File: config.mk
export PLATFORM = sky130hd
export DESIGN_NAME = timed_button_debouncer
export DESIGN_NICKNAME = d
export VERILOG_FILES = /design/src/hdl/tbd_pkg.sv /design/src/hdl/tbd_regs.sv /design/src/hdl/tbd_step.sv /design/src/hdl/timed_button_debouncer.sv
export VERILOG_INCLUDE_DIRS = /design/src /design/src/hdl
export SDC_FILE = /design/constraint.sdc
export NUM_CORES = 1
export LEC_CHECK = 0
export BUFFER_PORTS_ARGS = -buffer_cell sky130_fd_sc_hd__buf_2
export CORE_AREA = 2 2 164 166
export DETAILED_ROUTE_END_ITERATION = 10
export DIE_AREA = 0 0 166 168
export PLACE_DENSITY = 0.7
export SYNTH_ARGS = -nofsm -noshare
export SYNTH_HDL_FRONTEND = slang
export SYNTH_SLANG_ARGS = --single-unit
File: constraint.sdc
create_clock -name clk -period 12.05 [get_ports clk]
set_clock_uncertainty 0.1 [all_clocks]
set_input_delay 2.41 -clock clk [delete_from_list [all_inputs] [get_ports clk]]
set_output_delay 2.41 -clock clk [all_outputs]
set_load 0.01 [all_outputs]
File: src/hdl/assert_macros.svh
// ----------------------------------------------------------------------------
// Assertion macros
// Shared concurrent assertion forms for the debouncer RTL.
// ----------------------------------------------------------------------------
`ifndef ASSERT_MACROS_SVH
`define ASSERT_MACROS_SVH

// Same-cycle implication, disabled in reset.
`define ASSERT_IMPLIES(label, clk, rst, ante, cons) \
  label: assert property (@(posedge clk) disable iff (rst) (ante) |-> (cons)) \
    else $error("same-cycle implication violated");

// Next-cycle implication, disabled in reset.
`define ASSERT_NEXT(label, clk, rst, ante, cons) \
  label: assert property (@(posedge clk) disable iff (rst) (ante) |=> (cons)) \
    else $error("next-cycle implication violated");

`endif

File: src/hdl/tbd_pkg.sv
// ----------------------------------------------------------------------------
// tbd_pkg
// Types and constants shared by the debouncer modules.
// ----------------------------------------------------------------------------
`default_nettype none

package tbd_pkg;

  // Item action codes.
  typedef enum logic {
    ACT_BEGIN  = 1'b0,
    ACT_UPDATE = 1'b1
  } action_t;

  // Register word index, taken from paddr[2].
  typedef enum logic {
    REG_INTERVAL = 1'b0,
    REG_LOCK_OUT = 1'b1
  } reg_index_t;

  localparam logic [15:0] INTERVAL_RESET = 16'd10;
  localparam logic        LOCK_OUT_RESET = 1'b0;

  typedef struct packed {
    logic [15:0] interval_ms;
    logic        lock_out_start;
  } cfg_t;

  typedef struct packed {
    logic        debounced_level;
    logic        unstable_level;
    logic        changed_flag;
    logic [31:0] last_raw_change_time;
    logic [31:0] last_debounced_change_time;
    logic [31:0] prior_state_duration;
  } state_t;

endpackage

`default_nettype wire

File: src/hdl/tbd_regs.sv
// ----------------------------------------------------------------------------
// tbd_regs
// APB register file holding the stability interval and lock-out mode.
// ----------------------------------------------------------------------------
`default_nettype none

module tbd_regs (
  input  logic               clk,
  input  logic               rst,
  input  logic               psel,
  input  logic               penable,
  input  logic               pwrite,
  input  logic [2:0]         paddr,
  input  logic [31:0]        pwdata,
  output logic [31:0]        prdata,
  output logic               pready,
  output tbd_pkg::cfg_t      cfg
);

  logic                write_en;
  tbd_pkg::reg_index_t index;

  assign pready   = 1'b1;
  assign index    = tbd_pkg::reg_index_t'(paddr[2]);
  assign write_en = psel && penable && pwrite && pready;

  always_ff @(posedge clk) begin
    if (rst) begin
      cfg.interval_ms    <= tbd_pkg::INTERVAL_RESET;
      cfg.lock_out_start <= tbd_pkg::LOCK_OUT_RESET;
    end else if (write_en) begin
      case (index)
        tbd_pkg::REG_INTERVAL: cfg.interval_ms    <= pwdata[15:0];
        tbd_pkg::REG_LOCK_OUT: cfg.lock_out_start <= pwdata[0];
        default: ;
      endcase
    end
  end

  always_comb begin
    case (index)
      tbd_pkg::REG_INTERVAL: prdata = {16'd0, cfg.interval_ms};
      tbd_pkg::REG_LOCK_OUT: prdata = {31'd0, cfg.lock_out_start};
      default:               prdata = 32'd0;
    endcase
  end

endmodule

`default_nettype wire

File: src/hdl/tbd_step.sv
// ----------------------------------------------------------------------------
// tbd_step
// Next-state logic for one word: stability check, toggle and durations.
// ----------------------------------------------------------------------------
`default_nettype none

module tbd_step (
  input  tbd_pkg::cfg_t   cfg,
  input  tbd_pkg::state_t state,
  input  logic            action,
  input  logic            raw_level,
  input  logic [31:0]     now_ms,
  output tbd_pkg::state_t state_next,
  output logic [31:0]     current_duration
);

  logic [31:0] raw_age;
  logic        stable_edge;

  // Time the raw level has held, modulo 2^32.
  assign raw_age     = now_ms - state.last_raw_change_time;
  assign stable_edge = (raw_level != state.debounced_level) &&
                       (raw_age >= {16'd0, cfg.interval_ms});

  always_comb begin
    state_next              = state;
    state_next.changed_flag = 1'b0;
    if (tbd_pkg::action_t'(action) == tbd_pkg::ACT_BEGIN) begin
      state_next.debounced_level      = raw_level;
      state_next.unstable_level       = raw_level;
      state_next.last_raw_change_time = cfg.lock_out_start ? 32'd0 : now_ms;
    end else begin
      if (stable_edge) begin
        state_next.debounced_level            = ~state.debounced_level;
        state_next.changed_flag               = 1'b1;
        state_next.prior_state_duration       = now_ms - state.last_debounced_change_time;
        state_next.last_debounced_change_time = now_ms;
      end
      // Restart the stability timer on any raw change.
      if (raw_level != state.unstable_level) begin
        state_next.unstable_level       = raw_level;
        state_next.last_raw_change_time = now_ms;
      end
    end
  end

  assign current_duration = now_ms - state_next.last_debounced_change_time;

endmodule

`default_nettype wire

File: src/hdl/timed_button_debouncer.sv
// ----------------------------------------------------------------------------
// timed_button_debouncer
// An accepted word's result word is registered and shown on the output in the next cycle.
// Throughput: one word per cycle while result_ready stays high; the state registers update once per word.
// Reset: state clears to zero, interval_ms to 10, lock_out_start to 0.
// No clearing pass: the block is ready in the first cycle after reset.
//
// Debounces a raw button level against a free-running millisecond stamp.
// ----------------------------------------------------------------------------
`default_nettype none
`include "assert_macros.svh"

module timed_button_debouncer (
  input  logic        clk,
  input  logic        rst,
  // Configuration port
  input  logic        psel,
  input  logic        penable,
  input  logic        pwrite,
  input  logic [2:0]  paddr,
  input  logic [31:0] pwdata,
  output logic [31:0] prdata,
  output logic        pready,
  // Input words
  input  logic        item_valid,
  output logic        item_ready,
  input  logic        action,
  input  logic        raw_level,
  input  logic [31:0] now_ms,
  // Result words
  output logic        result_valid,
  input  logic        result_ready,
  output logic        debounced,
  output logic        changed,
  output logic        rose,
  output logic        fell,
  output logic [31:0] previous_duration,
  output logic [31:0] current_duration
);

  tbd_pkg::cfg_t   cfg;
  tbd_pkg::state_t state;
  tbd_pkg::state_t state_next;
  logic [31:0]     duration_next;
  logic            accept;

  tbd_regs u_regs (
    .clk     (clk),
    .rst     (rst),
    .psel    (psel),
    .penable (penable),
    .pwrite  (pwrite),
    .paddr   (paddr),
    .pwdata  (pwdata),
    .prdata  (prdata),
    .pready  (pready),
    .cfg     (cfg)
  );

  tbd_step u_step (
    .cfg              (cfg),
    .state            (state),
    .action           (action),
    .raw_level        (raw_level),
    .now_ms           (now_ms),
    .state_next       (state_next),
    .current_duration (duration_next)
  );

  // Take a new word whenever the result register is empty or being drained.
  assign item_ready = !result_valid || result_ready;
  assign accept     = item_valid && item_ready;

  // Advance the debouncer state and the result valid flag.
  always_ff @(posedge clk) begin
    if (rst) begin
      state        <= '0;
      result_valid <= 1'b0;
    end else begin
      if (accept) begin
        state <= state_next;
      end
      if (accept) begin
        result_valid <= 1'b1;
      end else if (result_ready) begin
        result_valid <= 1'b0;
      end
    end
  end

  // Result payload: load on accept, hold while stalled.
  always_ff @(posedge clk) begin
    if (accept) begin
      debounced         <= state_next.debounced_level;
      changed           <= state_next.changed_flag;
      previous_duration <= state_next.prior_state_duration;
      current_duration  <= duration_next;
    end
  end

  // Edge flags follow from the level and the toggle flag.
  assign rose = debounced & changed;
  assign fell = ~debounced & changed;

  // Every accepted word shows up as a result in the next cycle.
  `ASSERT_NEXT(a_accept_gives_result, clk, rst, accept, result_valid)
  // A begin word never reports a toggle.
  `ASSERT_NEXT(a_begin_no_toggle, clk, rst,
    accept && (tbd_pkg::action_t'(action) == tbd_pkg::ACT_BEGIN), !changed)
  // A toggle restarts the current-level duration at zero.
  `ASSERT_IMPLIES(a_toggle_zero_duration, clk, rst,
    result_valid && changed, current_duration == 32'd0)

endmodule

`default_nettype wire

==> reports/metrics.json, run 1 <==
{
  "outcome": "completed",
  "routed_via_density": 5.58,
  "worst_hold_startpoint": "state[91]",
  "hold_viol": 0,
  "required_ns": 12.14,
  "worstMarginPinSlew_ns": 1.16,
  "die_y_um": 168,
  "worst_slew_margin_rel_pct": 22.8,
  "number_of_filler_instances_in_the_final_layout": 2466,
  "end_kind": "flop",
  "critical_path_start_type": "primary input",
  "postSynthCellCount": 1551,
  "floorplan.core_area_um2": 26400,
  "synth-edff-count": 66,
  "clock_tree.root_cell": "clkbuf_16",
  "die_width_um": 166,
  "initialDrtViolationCount": 793,
  "placedCellCount": 1980,
  "cp.arrival_ns": 10.61,
  "layout_worst_path_cycle_share_pct": 87.3,
  "overflow": 0,
  "critical-path-max-stage-delay_ns": 0.77,
  "wl_per_cell_um": 16.1,
  "route.vias.total": 11200,
  "post_route_cells_drive_above_1_share_pct": 15.0,
  "dieArea_um2": 27900,
  "cellLeakagePower_nw": 5.67,
  "gr-usage-all-layers_pct": 23.0,
  "synth-async-reset-ratio_pct": 0,
  "final.min_clock_period_ns": 10.51,
  "rr_endpoint": "current_duration[30]",
  "detailedPlacementHpwl_mm": 23.8,
  "critical_path.reg2reg.startpoint": "state[66]",
  "cts.hold.buffers_added": 0,
  "timing.critical_path.slowest_stage_cell": "buf_4",
  "cts-resized-gates": 0,
  "worst_hold_path.num_cells": 2,
  "total_of_flip_flops_plus_latches_after_synthesis": 182,
  "place_congestion": 0.923,
  "worstRegToRegCells": 32,
  "largest_net_degree_at_the_start_of_global_routing": 89,
  "clk_pin_slew_ns": 0.07,
  "initial_antenna_violation_count": 3,
  "seq_area_frac_synth_pct": 33.4,
  "cts_tree": "yes",
  "timing.critical_path.from": "now_ms[0]",
  "tns_ns": 0,
  "grt_setup_unrepaired": "false",
  "timing.critical_path.fanout_max": 57,
  "area.growth.synth_to_final_pct": 11.4,
  "clock_tree.htree_level_count": 4,
  "maximum_clock_frequency_ghz": 0.0951,
  "mean_syn_cell_area_um2": 8.31,
  "criticalPathCategory": "in2reg",
  "insertion_delay_ns": 0.44,
  "grt_first_pass_wirelength_mm": 52.9,
  "nets": 1845,
  "start_util_pct": 48.9,
  "timing.reg2reg.setup_slack_ns": 3.36,
  "stdcell_count": 2015,
  "syn-cell-area_um2": 12900,
  "count_of_antenna_violating_nets_left_after_detailed_routing": 0,
  "wire_length_reported_by_the_detailed_router_mm": 32.5,
  "yosys_most_used_dff": "dfxtp_1",
  "synthesis.yosys.warnings": 0,
  "drv_cap": 0,
  "power.density_nw_per_um2": 127,
  "cts_sinks": 182,
  "placement_rows": 60,
  "clockBufferDepth": 2,
  "timing.final.setup_violations": 0,
  "number_of_global_route_vias_before_repair": 10500,
  "place.port_buffers": 143,
  "min_delay_worst_endpoint": "state[91]",
  "maximum_vdd_drop_uv": 80.4,
  "first_pass_iters": 5,
  "numCtsBuffers": 17,
  "cts.repair_timing.setup_buffer_count": 0,
  "drc": 0,
  "timing.final.max_slew_violations": 0,
  "ioPinCount": 179,
  "holdCritPathClass": "reg2reg",
  "netlist-cell-type-count": 89
}
-- critical path, delay by kind of cell --
family | cells | cell delay, ns
compound gates | 11 | 2.65
xor+xnor | 1 | 0.13
fa+ha+maj | 4 | 1.26
buf+inv | 5 | 1.22
mux | 2 | 0.45
simple gates | 12 | 2.49
-- how the worst max path moves through the flow --
stage	slack, ns	endpoint	cells after the start
after floorplan	2.36	current_duration[25]	35
after global placement	1.29	current_duration[30]	35
after detailed placement	1.13	current_duration[30]	35
after CTS	1.58	current_duration[30]	34
after global routing	0.92	current_duration[30]	34
final	1.54	current_duration[30]	35
-- registers in the layout (all words and copies together) (netlist names) --
register           cells
debounced              1
u_regs.cfg            17
changed                1
result_valid           1
state                 98
previous_duration     32
current_duration      32
-- cell usage after synthesis (3+ instances only) --
library cell,count,share of area (%)
o22ai_1,3,0.15
nor2_1,80,2.3
o21bai_1,7,0.41
nand4_1,14,0.68
nand2_1,249,7.3
fa_1,3,0.47
nor3b_1,6,0.35
nor2b_1,10,0.49
or2_2,4,0.19
inv_1,106,3.1
ha_1,108,10
a211oi_1,16,0.93
a2111oi_0,6,0.41
edfxtp_1,66,15
o2111ai_1,3,0.20
a21o_1,32,1.9
xnor2_1,47,3.2
o21a_1,17,0.99
o211a_1,5,0.39
nand2b_1,20,0.97
xor2_1,21,1.4
clkbuf_1,37,1.1
o21ai_0,50,1.9
mux2_2,34,3.0
or4_1,3,0.17
a211o_1,6,0.41
a221oi_1,3,0.20
a31oi_1,10,0.49
o21ai_1,10,0.39
dfxtp_1,116,18
buf_4,17,0.99
mux2i_1,35,2.7
o31ai_1,5,0.29
or3_1,7,0.34
o211ai_1,7,0.41
nor4_1,8,0.39
nand3_1,50,1.9
buf_2,20,0.78
and2_1,8,0.39
and3_1,11,0.53
a21oi_1,197,7.7
nor3_1,28,1.1
-- area by class of cell --
cell class | instances | area, µm² | area share (%)
Timing Repair Buffer | 151 | 778 | 5.42
Inverter | 106 | 398 | 2.77
Antenna cell | 3 | 7.51 | 0.0523
Tap cell | 341 | 427 | 2.97
Multi-Input combinational cell | 1200 | 7870 | 54.8
Clock inverter | 14 | 131 | 0.916
Clock buffer | 18 | 439 | 3.06
Sequential cell | 182 | 4300 | 30.0
-- kinds of logic (layout without fill, tap and decap cells) --
kind of cell / Yosys count / count (layout) / share of synthesized area [%]
compound gates: 419 / 419 / 20.6
mux: 69 / 69 / 5.69
fa+ha+maj: 111 / 111 / 11.0
xor+xnor: 69 / 69 / 4.75
flops: 182 / 182 / 33.4
simple gates: 515 / 515 / 18.4
buf+inv: 184 / 289 / 6.12
other cells: 2 / 20 / 0.0583
-- where the power goes --
group          internal (mW)  switching [mW]  total, mW
clock                  0.281           0.280      0.561
sequential             0.696          0.0172      0.713
combinational          0.220           0.331      0.551
-- per-stage QoR --
stage	setup WS (ns)	cell area, µm²	util, %	hold slack [ns]	total power, mW
after floorplan	2.36	12900	-	0.332	1.13
after global placement	1.29	13800	52.3	0.337	1.26
after detailed placement	1.13	13800	52.3	0.345	1.27
after CTS	1.58	14300	54.4	0.356	1.83
after global routing	0.918	14400	54.5	0.371	1.93
final	1.54	14400	54.5	0.351	1.82
-- metal layers --
metal / global-route usage (%) / vias to the layer above / part of all wire (%)
li1: - / 5710 / -
met2: 38.4 / 305 / 46
met1: 31.4 / 5192 / 47
met5: 0 / - / 0
met4: 6.20 / 0 / 1.5
met3: 3.24 / 35 / 5.4
-- cells in the final DEF (no fill, tap or decap), types with 34 or more instances in the layout --
cell type  netlist  routed
buf_2           20     142
a21oi_1        197     196
nand3_1         50      50
mux2i_1         35      35
xnor2_1         47      47
mux2_2          34      34
inv_1          106     105
edfxtp_1        66      66
nor2_1          80      79
nand2_1        249     248
dfxtp_1        116     116
ha_1           108     108
o21ai_0         50      50
Note: power is estimated with default switching activity, not from simulation.
==> inputs of run 2 (changes only) <==
--- a/config.mk
+++ b/config.mk
@@ -6,11 +6,12 @@
 export SDC_FILE = /design/constraint.sdc
 export NUM_CORES = 1
 export LEC_CHECK = 0
-export BUFFER_PORTS_ARGS = -buffer_cell sky130_fd_sc_hd__buf_2
+export BUFFER_PORTS_ARGS = -buffer_cell sky130_fd_sc_hd__buf_4
 export CORE_AREA = 2 2 164 166
 export DETAILED_ROUTE_END_ITERATION = 10
 export DIE_AREA = 0 0 166 168
 export PLACE_DENSITY = 0.7
+export RECOVER_POWER = 50
 export SYNTH_ARGS = -nofsm -noshare
 export SYNTH_HDL_FRONTEND = slang
 export SYNTH_SLANG_ARGS = --single-unit
==> reports/metrics.json, run 2 (synthesis gave the netlist of run 1 again) <==
{
  "clock_tree.root_cell": {"value": "clkbuf_16", "change": "unchanged"},
  "maximum_clock_frequency": {"value": 0.0913, "unit": "GHz", "change": "was 0.0951 GHz"},
  "die_y": {"value": 168, "unit": "µm", "change": "unchanged"},
  "clk_pin_slew": {"value": 0.07, "unit": "ns", "change": "about the same"},
  "worst_slew_margin_rel": {"value": -205, "unit": "%", "change": "was 22.8%"},
  "final.min_clock_period": {"value": 10.95, "unit": "ns", "change": "was 10.51 ns"},
  "numCtsBuffers": {"value": 17, "change": "unchanged"},
  "worst_hold_startpoint": {"value": "state[78]", "change": "was state[91]"},
  "die_width": {"value": 166, "unit": "µm", "change": "unchanged"},
  "power.combinational.fraction": {"value": 30.0, "unit": "%", "change": "was 30.2%"},
  "final_area": {"value": 14400, "unit": "µm²", "change": "about the same"},
  "timing.reg2reg.setup_slack": {"value": 2.81, "unit": "ns", "change": "was 3.36 ns"},
  "grt_setup_unrepaired": {"value": "false", "change": "unchanged"},
  "place_congestion": {"value": 0.868, "change": "was 0.923"},
  "timing.critical_path.fanout_max": {"value": 61, "change": "was 57"},
  "holdCritPathClass": {"value": "reg2reg", "change": "unchanged"},
  "placedCellCount": {"value": 1979, "change": "was 1980"},
  "route.vias.total": {"value": 11200, "change": "about the same"},
  "area.growth.synth_to_final": {"value": 12.1, "unit": "%", "change": "was 11.4%"},
  "worstRegToRegCells": {"value": 33, "change": "was 32"},
  "cts.repair_timing.setup_buffer_count": {"value": 0, "change": "unchanged"},
  "routed_via_density": {"value": 5.59, "change": "was 5.58"},
  "cts_tree": {"value": "yes", "change": "unchanged"},
  "largest_reg_flops": {"value": 98, "change": "unchanged"},
  "dieArea": {"value": 27900, "unit": "µm²", "change": "unchanged"},
  "overflow": {"value": 0, "change": "unchanged"},
  "place.port_buffers": {"value": 143, "change": "unchanged"},
  "violations": "capacitance limit, slew limit",
  "nets": {"value": 1844, "change": "was 1845"},
  "tns": {"value": 0, "unit": "ns", "change": "unchanged"},
  "layout_common_cells": {"value": "nand2_1 (248), a21oi_1 (196), dfxtp_1 (116)", "change": "was nand2_1 (248), a21oi_1 (196), buf_2 (142)"},
  "worst_hold_path.num_cells": {"value": 2, "change": "unchanged"},
  "timing.final.setup_violations": {"value": 0, "change": "unchanged"},
  "start_util": {"value": 48.9, "unit": "%", "change": "unchanged"},
  "outcome": {"value": "complete, but fails checks", "change": "was completed"},
  "critical_path_start_type": {"value": "primary input", "change": "unchanged"},
  "first_pass_iters": {"value": 5, "change": "unchanged"},
  "critical-path-max-stage-delay": {"value": 0.59, "unit": "ns", "change": "was 0.77 ns"},
  "layout_commonest_cell": {"value": "nand2_1", "change": "unchanged"},
  "end_kind": {"value": "flop", "change": "unchanged"},
  "drv_cap": {"value": 2, "change": "was 0"},
  "number_of_global_route_vias_before_repair": {"value": 10400, "change": "was 10500"},
  "rr_endpoint": {"value": "current_duration[30]", "change": "unchanged"},
  "ioPinCount": {"value": 179, "change": "unchanged"},
  "power.switching": {"value": 0.627, "unit": "mW", "change": "about the same"},
  "wl_per_cell": {"value": 16.2, "unit": "µm", "change": "was 16.1 µm"},
  "worstMarginPinSlew": {"value": 4.57, "unit": "ns", "change": "was 1.16 ns"},
  "largest_net_degree_at_the_start_of_global_routing": {"value": 96, "change": "was 89"},
  "min_delay_worst_endpoint": {"value": "state[78]", "change": "was state[91]"},
  "grt_first_pass_wirelength": {"value": 53.2, "unit": "mm", "change": "was 52.9 mm"},
  "layout_worst_path_cycle_share": {"value": 90.9, "unit": "%", "change": "was 87.3%"},
  "count_of_antenna_violating_nets_left_after_detailed_routing": {"value": 0, "change": "unchanged"},
  "timing.critical_path.from": {"value": "now_ms[0]", "change": "unchanged"},
  "initial_antenna_violation_count": {"value": 0, "change": "was 3"},
  "detailedPlacementHpwl": {"value": 24.1, "unit": "mm", "change": "was 23.8 mm"},
  "hold_viol": {"value": 0, "change": "unchanged"},
  "gr-usage-all-layers": {"value": 23.1, "unit": "%", "change": "was 23.0%"},
  "registers.top_by_ff_count": {"value": "state", "change": "unchanged"},
  "stdcell_count": {"value": 2011, "change": "was 2015"},
  "critical_path.reg2reg.startpoint": {"value": "state[65]", "change": "was state[66]"},
  "largestRegisters": {"value": "state x98, current_duration x32, previous_duration x32", "change": "unchanged"},
  "placement_rows": {"value": 60, "change": "unchanged"},
  "post_route_cells_drive_above_1_share": {"value": 10.6, "unit": "%", "change": "was 15.0%"},
  "timing.critical_path.slowest_stage_cell": {"value": "nor3_2", "change": "was buf_4"},
  "required": {"value": 12.14, "unit": "ns", "change": "about the same"},
  "antennaDiodeCount": {"value": 0, "change": "was 3"},
  "power.switching_fraction": {"value": 34.1, "unit": "%", "change": "was 34.4%"},
  "cts_sinks": {"value": 182, "change": "unchanged"},
  "internal_power": {"value": 1.21, "unit": "mW", "change": "was 1.20 mW"},
  "seqPwrFrac": {"value": 38.8, "unit": "%", "change": "was 39.1%"},
  "clockBufferDepth": {"value": 2, "change": "unchanged"},
  "drc": {"value": 0, "change": "unchanged"},
  "clock_tree.htree_level_count": {"value": 4, "change": "unchanged"},
  "worst_path_most_repeated_cell": "ha_1",
  "p_clk_share": {"value": 31.2, "unit": "%", "change": "was 30.7%"},
  "cellLeakagePower": {"value": 5.50, "unit": "nW", "change": "was 5.67 nW"},
  "power.density": {"value": 127, "unit": "nW/µm²", "change": "about the same"},
  "placedInstanceArea": {"value": 14100, "unit": "µm²", "change": "was 13800 µm²"},
  "insertion_delay": {"value": 0.44, "unit": "ns", "change": "about the same"},
  "cts.hold.buffers_added": {"value": 0, "change": "unchanged"},
  "cp.arrival": {"value": 11.05, "unit": "ns", "change": "was 10.61 ns"},
  "maximum_vdd_drop": {"value": 73.2, "unit": "µV", "change": "was 80.4 µV"},
  "floorplan.core_area": {"value": 26400, "unit": "µm²", "change": "unchanged"},
  "wire_length_reported_by_the_detailed_router": {"value": 32.7, "unit": "mm", "change": "was 32.5 mm"},
  "initialDrtViolationCount": {"value": 791, "change": "was 793"},
  "criticalPathCategory": {"value": "in2reg", "change": "unchanged"},
  "cts-resized-gates": {"value": 0, "change": "unchanged"},
  "timing.final.max_slew_violations": {"value": 166, "change": "was 0"}
}
[run 2: changes by cell type in the layout (fill, tap and decap cells not counted), moves of 4 or more]
cell,previous run,this run
clkbuf_1,0,72
inv_4,4,0
buf_4,9,78
buf_2,142,0
clkinv_4,0,4
[run 2: power by group through the flow]
stage / registers, mW / clock network (mW) / logic [mW]
CTS: 0.714 / 0.583 / 0.571
detailed placement: 0.728 / 0 / 0.567
global route: 0.720 / 0.610 / 0.614
floorplan: 0.741 / 0 / 0.387
global placement: 0.727 / 0 / 0.556
finish: 0.715 / 0.574 / 0.552
[run 2: layout make-up]
class | instances | area, µm²
Fill cell | 2494 | 11900
Multi-Input combinational cell | 1200 | 7870
Sequential cell | 182 | 4300
Timing Repair Buffer | 150 | 860
Clock buffer | 18 | 429
Tap cell | 341 | 427
Inverter | 106 | 398
Clock inverter | 14 | 164
[run 2: worst max-delay path: cells and delay by family]
kind                       cells  cell delay (ns)
xor gates and xnor gates       1             0.15
muxes                          2             0.41
buffers and inverters          4             0.65
and+or+nand+nor               10             2.56
AOI/OAI and AO/OA             13             3.53
adders and majority gates      4             1.24
[run 2: metrics by stage]
stage / setup WS (ns) / util (%) / total power [mW] / hold slack [ns]
global placement: 1.11 / 53.6 / 1.28 / 0.338
finish: 1.10 / 54.8 / 1.84 / 0.350
global route: 0.531 / 54.8 / 1.94 / 0.368
floorplan: 2.36 / - / 1.13 / 0.332
CTS: 1.30 / 55.8 / 1.87 / 0.353
detailed placement: 0.896 / 53.6 / 1.30 / 0.343
[run 2: worst max-delay path by stage]
stage	slack (ns)	to	depth (start not counted)
final	1.10	current_duration[30]	34
after global routing	0.53	current_duration[30]	34
after CTS	1.30	current_duration[30]	34
after detailed placement	0.90	current_duration[30]	34
after global placement	1.11	current_duration[30]	34
after floorplan	2.36	current_duration[25]	35
[run 2: routing by layer]
layer  vias up  wire length (µm)  track usage, %
li1       5707                 -               -
met4         0               612            6.24
met5         -                 0               0
met2       298             14900            37.2
met1      5204             15600            32.6
met3        39              1570            3.34
